`src/hw/rtl/awbg_pkg.sv`:
```
// shared types and constants for the awb gain block
`default_nettype none
package awbg_pkg;

  localparam int unsigned UnityW     = 12;
  localparam int unsigned RatioW     = 16;
  localparam int unsigned UnityReset = 256;
  localparam int unsigned RatioOne   = 512;

  // divider operand widths
  localparam int unsigned NumW = 28;
  localparam int unsigned DenW = 16;

  typedef struct packed {
    logic [15:0] measured_rg;
    logic [15:0] measured_bg;
    logic [15:0] golden_rg;
    logic [15:0] golden_bg;
  } awbg_in_t;

  typedef struct packed {
    logic [15:0] red_gain;
    logic [15:0] green_gain;
    logic [15:0] blue_gain;
    logic        status;
  } awbg_out_t;

endpackage : awbg_pkg
`default_nettype wire

```
`src/hw/rtl/awbg_div.sv`:
```
// pipelined restoring divider, one quotient bit per stage, with side data
`default_nettype none
module awbg_div import awbg_pkg::*; #(
  parameter int unsigned NW = NumW,
  parameter int unsigned DW = DenW,
  parameter int unsigned SW = 1
) (
  input  wire logic          clk,
  input  wire logic          en,
  input  wire logic [NW-1:0] num,
  input  wire logic [DW-1:0] den,
  input  wire logic [SW-1:0] side_in,
  output logic      [NW-1:0] quo,
  output logic      [SW-1:0] side_out
);

  // one bit per stage, all stages advance together
  for (genvar i = 0; i < NW; i++) begin : g_stage
    logic [NW-1:0] q_in;
    logic [DW:0]   rem_in;
    logic [DW-1:0] d_in;
    logic [SW-1:0] s_in;
    logic [NW-1:0] q_r;
    logic [DW:0]   rem_r;
    logic [DW-1:0] d_r;
    logic [SW-1:0] s_r;
    logic [DW+1:0] sh;
    logic [DW+1:0] df;

    // first stage takes the operands, later ones the previous stage
    if (i == 0) begin : g_first
      assign q_in   = num;
      assign rem_in = '0;
      assign d_in   = den;
      assign s_in   = side_in;
    end else begin : g_next
      assign q_in   = g_stage[i-1].q_r;
      assign rem_in = g_stage[i-1].rem_r;
      assign d_in   = g_stage[i-1].d_r;
      assign s_in   = g_stage[i-1].s_r;
    end

    assign sh = {rem_in, q_in[NW-1]};
    assign df = sh - {2'b00, d_in};
    always_ff @(posedge clk) begin
      if (en) begin
        if (!df[DW+1]) begin
          rem_r <= df[DW:0];
        end else begin
          rem_r <= sh[DW:0];
        end
        q_r <= {q_in[NW-2:0], ~df[DW+1]};
        d_r <= d_in;
        s_r <= s_in;
      end
    end
  end

  assign quo      = g_stage[NW-1].q_r;
  assign side_out = g_stage[NW-1].s_r;

endmodule : awbg_div
`default_nettype wire

```
`config.mk`:
```
export PLATFORM = sky130hd
export DESIGN_NAME = awbg_div
export DESIGN_NICKNAME = d
export VERILOG_FILES = /design/src/hw/rtl/awbg_pkg.sv /design/src/hw/rtl/awbg_div.sv
export SDC_FILE = /design/constraint.sdc
export NUM_CORES = 2
export LEC_CHECK = 0
export ABC_AREA = 1
export BUFFER_PORTS_ARGS = -buffer_cell sky130_fd_sc_hd__buf_2
export CORE_ASPECT_RATIO = 1.5
export CORE_MARGIN = 8
export CORE_UTILIZATION = 50
export DETAILED_ROUTE_END_ITERATION = 10
export GPL_TIMING_DRIVEN = 0
export PLACE_DENSITY = 0.69
export SLEW_MARGIN = 20
export SYNTH_ARGS = -nofsm -noshare
export SYNTH_HDL_FRONTEND = slang
export SYNTH_SLANG_ARGS = --single-unit
```
`constraint.sdc`:
```
create_clock -name clk -period 2.1 [get_ports clk]
set_input_delay 0.315 -clock clk [delete_from_list [all_inputs] [get_ports clk]]
set_output_delay 0.315 -clock clk [all_outputs]
set_load 0.02 [all_outputs]
```
==> flow_metrics.tcl <==
set metrics [dict create \
    status "complete, but fails checks" \
    violations "setup timing" \
    clk_pin_slew_worst_paths_ns 0.07 \
    gp_congestion 0.910 \
    worst_slack_ns -0.170 \
    gr-total-overflow 0 \
    synth_top_area_cell "edfxtp_1" \
    ant_nets 0 \
    ys_ff_latch 1703 \
    hold_viol 0 \
    grt_pass1_vias 70100 \
    syn_to_final_growth_pct 40.0 \
    port-buffer-count 75 \
    final_cell_area_um2 128000 \
    relSlewSlack 0.465 \
    critPathMaxFanout 5 \
    hold-path-endpoint "g_stage[10].d_in[13]" \
    fillers 12800 \
    ir_drop_mv 1.20 \
    rsz0062_at_grt "yes" \
    worst_hold_slack_ns 0.0364 \
    insertion_delay_ns 0.83 \
    layout-drive-gt1-share 0.410 \
    p_total_w 0.201 \
    r2r-end "g_stage[12].rem_r[15]" \
    via_per_inst 5.24 \
    ff2ff_path_depth 13 \
    cp.arrival_ns 2.80 \
    synthTopCellsByCount "2949 x nand2_1, 1709 x inv_1, 1703 x edfxtp_1" \
    synth_edf_count 1703 \
    ys_seq_area_frac 0.557 \
    hp-start "en" \
    finalCriticalPeriod_ns 2.27 \
    cts_tree "built" \
    yosysMostFrequentCell "nand2_1" \
    use_met2 0.469 \
    ios 76 \
    grt_first_pass_wirelength_um 384000 \
    cts_made_buffers 172 \
    grt_use_met1 0.256 \
    nets 11700 \
    hold_depth 2 \
    worstPathRequired_ns 2.63 \
    hp-class "in -> reg" \
    utilization 0.705 \
    worst_pin_slew_ns 0.802 \
    first_pass_iters 6 \
    startpoint "g_stage[11].rem_r[3]" \
    slew_viol_final 0 \
    rrSetupSlack_ns -0.17 \
    async_flop_share 0 \
    path_class "reg -> reg" \
    powerDensity_nw_per_um2 1570 \
    synth_top_area_share 0.557 \
    ys_warn_count 0 \
    postSynthAreaPerCell_um2 9.61 \
    use_met3 0.0261 \
    drc 0 \
    cts_buffer_depth 4 \
    start_util 0.503 \
    startpoint_type "register" \
    worst_r2r_startpoint "g_stage[11].rem_r[3]" \
    dieArea_um2 198000 \
    antenna_found_initial 2 \
    netlist_top_cells_area "edfxtp_1 56%, nand2_1 12%, inv_1 7.0%" \
    fin_skew_ns 0.0453 \
    drt_wl_total_um 267000 \
    fin_crit_sh 1.08 \
    synthCells 9554 \
    yosysUniqueCellTypes 34 \
    p_leak_nw 57.7 \
    multiInputGateArea_um2 47000 \
    htreeDepth 4 \
    route.vias.total 71900 \
    ys.flop_type "edfxtp_1" \
    grtUsageTotal 0.245 \
    placed_area_um2 95600 \
    dp_hpwl_um 173000 \
    fp.coreArea_um2 182000 \
    die_h_um 541 \
    clock.fmax_mhz 440 \
    cts-root-buf "clkbuf_16" \
    rows 192 \
    die_w_um 366 \
    wire_per_inst_um 19.4 \
    grt.busiest_layer "met2" \
    cp-end-kind "register" \
    syn-cell-area_um2 91800 \
    setup-violations-final 264 \
    grt_max_degree 154 \
    drv_cap 0 \
    drt-initial-drc-count 4485 \
    seq_area_um2 51100 \
    cts_sinks 1703 \
]
power breakdown:
group,leakage (nW),internal (W),switching (W),total (W)
registers,16.7,0.0472,0.00683,0.0541
clock network,2.70,0.0180,0.0131,0.0310
logic,38.3,0.0519,0.0642,0.116
total,57.7,0.117,0.0841,0.201
logic make-up (layout without fill, tap and decap cells):
| family | Yosys count | count (layout) | share of synthesized area |
|---|---|---|---|
| other cells | 1 | 9 | 0.0000409 |
| compound gates | 273 | 273 | 0.0159 |
| buf+inv | 1900 | 3618 | 0.0855 |
| simple gates | 5036 | 5051 | 0.259 |
| xor+xnor | 182 | 182 | 0.0174 |
| fa+ha+maj | 459 | 459 | 0.0647 |
| flops | 1703 | 1703 | 0.557 |
cells in the final DEF, fill, tap and decap left out, types with 171 or more instances in the layout:
| cell | n |
|---|---|
| a21oi_1 | 171 |
| nand2_1 | 2124 |
| buf_4 | 1039 |
| nand3_4 | 225 |
| nand2_2 | 671 |
| ha_4 | 359 |
| nand2_4 | 224 |
| inv_2 | 383 |
| edfxtp_1 | 1703 |
| nand3_2 | 602 |
| nor2_1 | 275 |
| nand3_1 | 480 |
| inv_1 | 1399 |
| clkbuf_16 | 206 |
registers in the layout (all words and copies together), names as in the netlist:
signal and flops:
g_stage.q_r 728, g_stage.rem_r 442, g_stage.d_r 416, g_stage.q_in 28, quo 28, g_stage.s_r 26
g_stage.rem_in 17, g_stage.d_in 16, g_stage.s_in 1, side_out 1
cell type report:
type                    instances  share of cell area
clock buffers                 205              0.0348
repair buffers               1418               0.104
plain buffers                 104              0.0123
well taps                    2425              0.0236
multi-input cells            5973               0.366
inverters                    1795              0.0527
diodes                          1           0.0000195
clock inverters                96             0.00875
flip-flops and latches       1703               0.398
worst max-delay path, stage by stage (launching register included):
cell and delay, ns:
edfxtp_1 0.50, ha_4 0.28, nand2_1 0.08, nand2_1 0.08, inv_1 0.10, nand2_2 0.06
nand2_2 0.09, nand3_4 0.11, nand2_8 0.11, buf_6 0.11, nand3_4 0.12, buf_8 0.19
nand3_2 0.06, nand2_2 0.08
what timing repair did:
action | CTS | global route
resized for setup | 1641 | 1614
setup endpoints to repair | 1126 | 541
buffers inserted | 712 | 478
pin swaps | 654 | 1045
hold buffers | 45 | 3
gates cloned | 71 | 43
endpoints found under the hold margin | 135 | 87
stage by stage:
stage | setup slack [ns] | instances | setup TNS [ns]
after floorplan | 0.162 | 9561 | 0
after global placement | -25.62 | 12100 | -
after detailed placement | -1.99 | 12100 | -1411.62
after CTS | -0.220 | 13200 | -6.88
after global routing | -0.213 | 13700 | -37.17
final | -0.170 | 13700 | -11.74
routing by layer:
metal | routed length, um | vias up | part of all wire
li1 | - | 34500 | -
met1 | 93200 | 34200 | 0.35
met2 | 143000 | 2138 | 0.54
met3 | 9380 | 1028 | 0.035
met4 | 21100 | 2 | 0.079
met5 | 13 | - | 0.000049
worst max-delay path by stage:
| stage | endpoint | slack (ns) | cells past startpoint |
|---|---|---|---|
| finish | g_stage[12].rem_r[15] | -0.17 | 13 |
| detailed placement | g_stage[16].q_r[16] | -1.99 | 6 |
| global route | g_stage[12].rem_r[15] | -0.21 | 13 |
| CTS | g_stage[13].rem_r[10] | -0.22 | 13 |
| floorplan | g_stage[26].rem_r[10] | 0.16 | 12 |
| global placement | g_stage[17].q_r[17] | -25.62 | 1 |
Power figures use the tool's default switching activity.
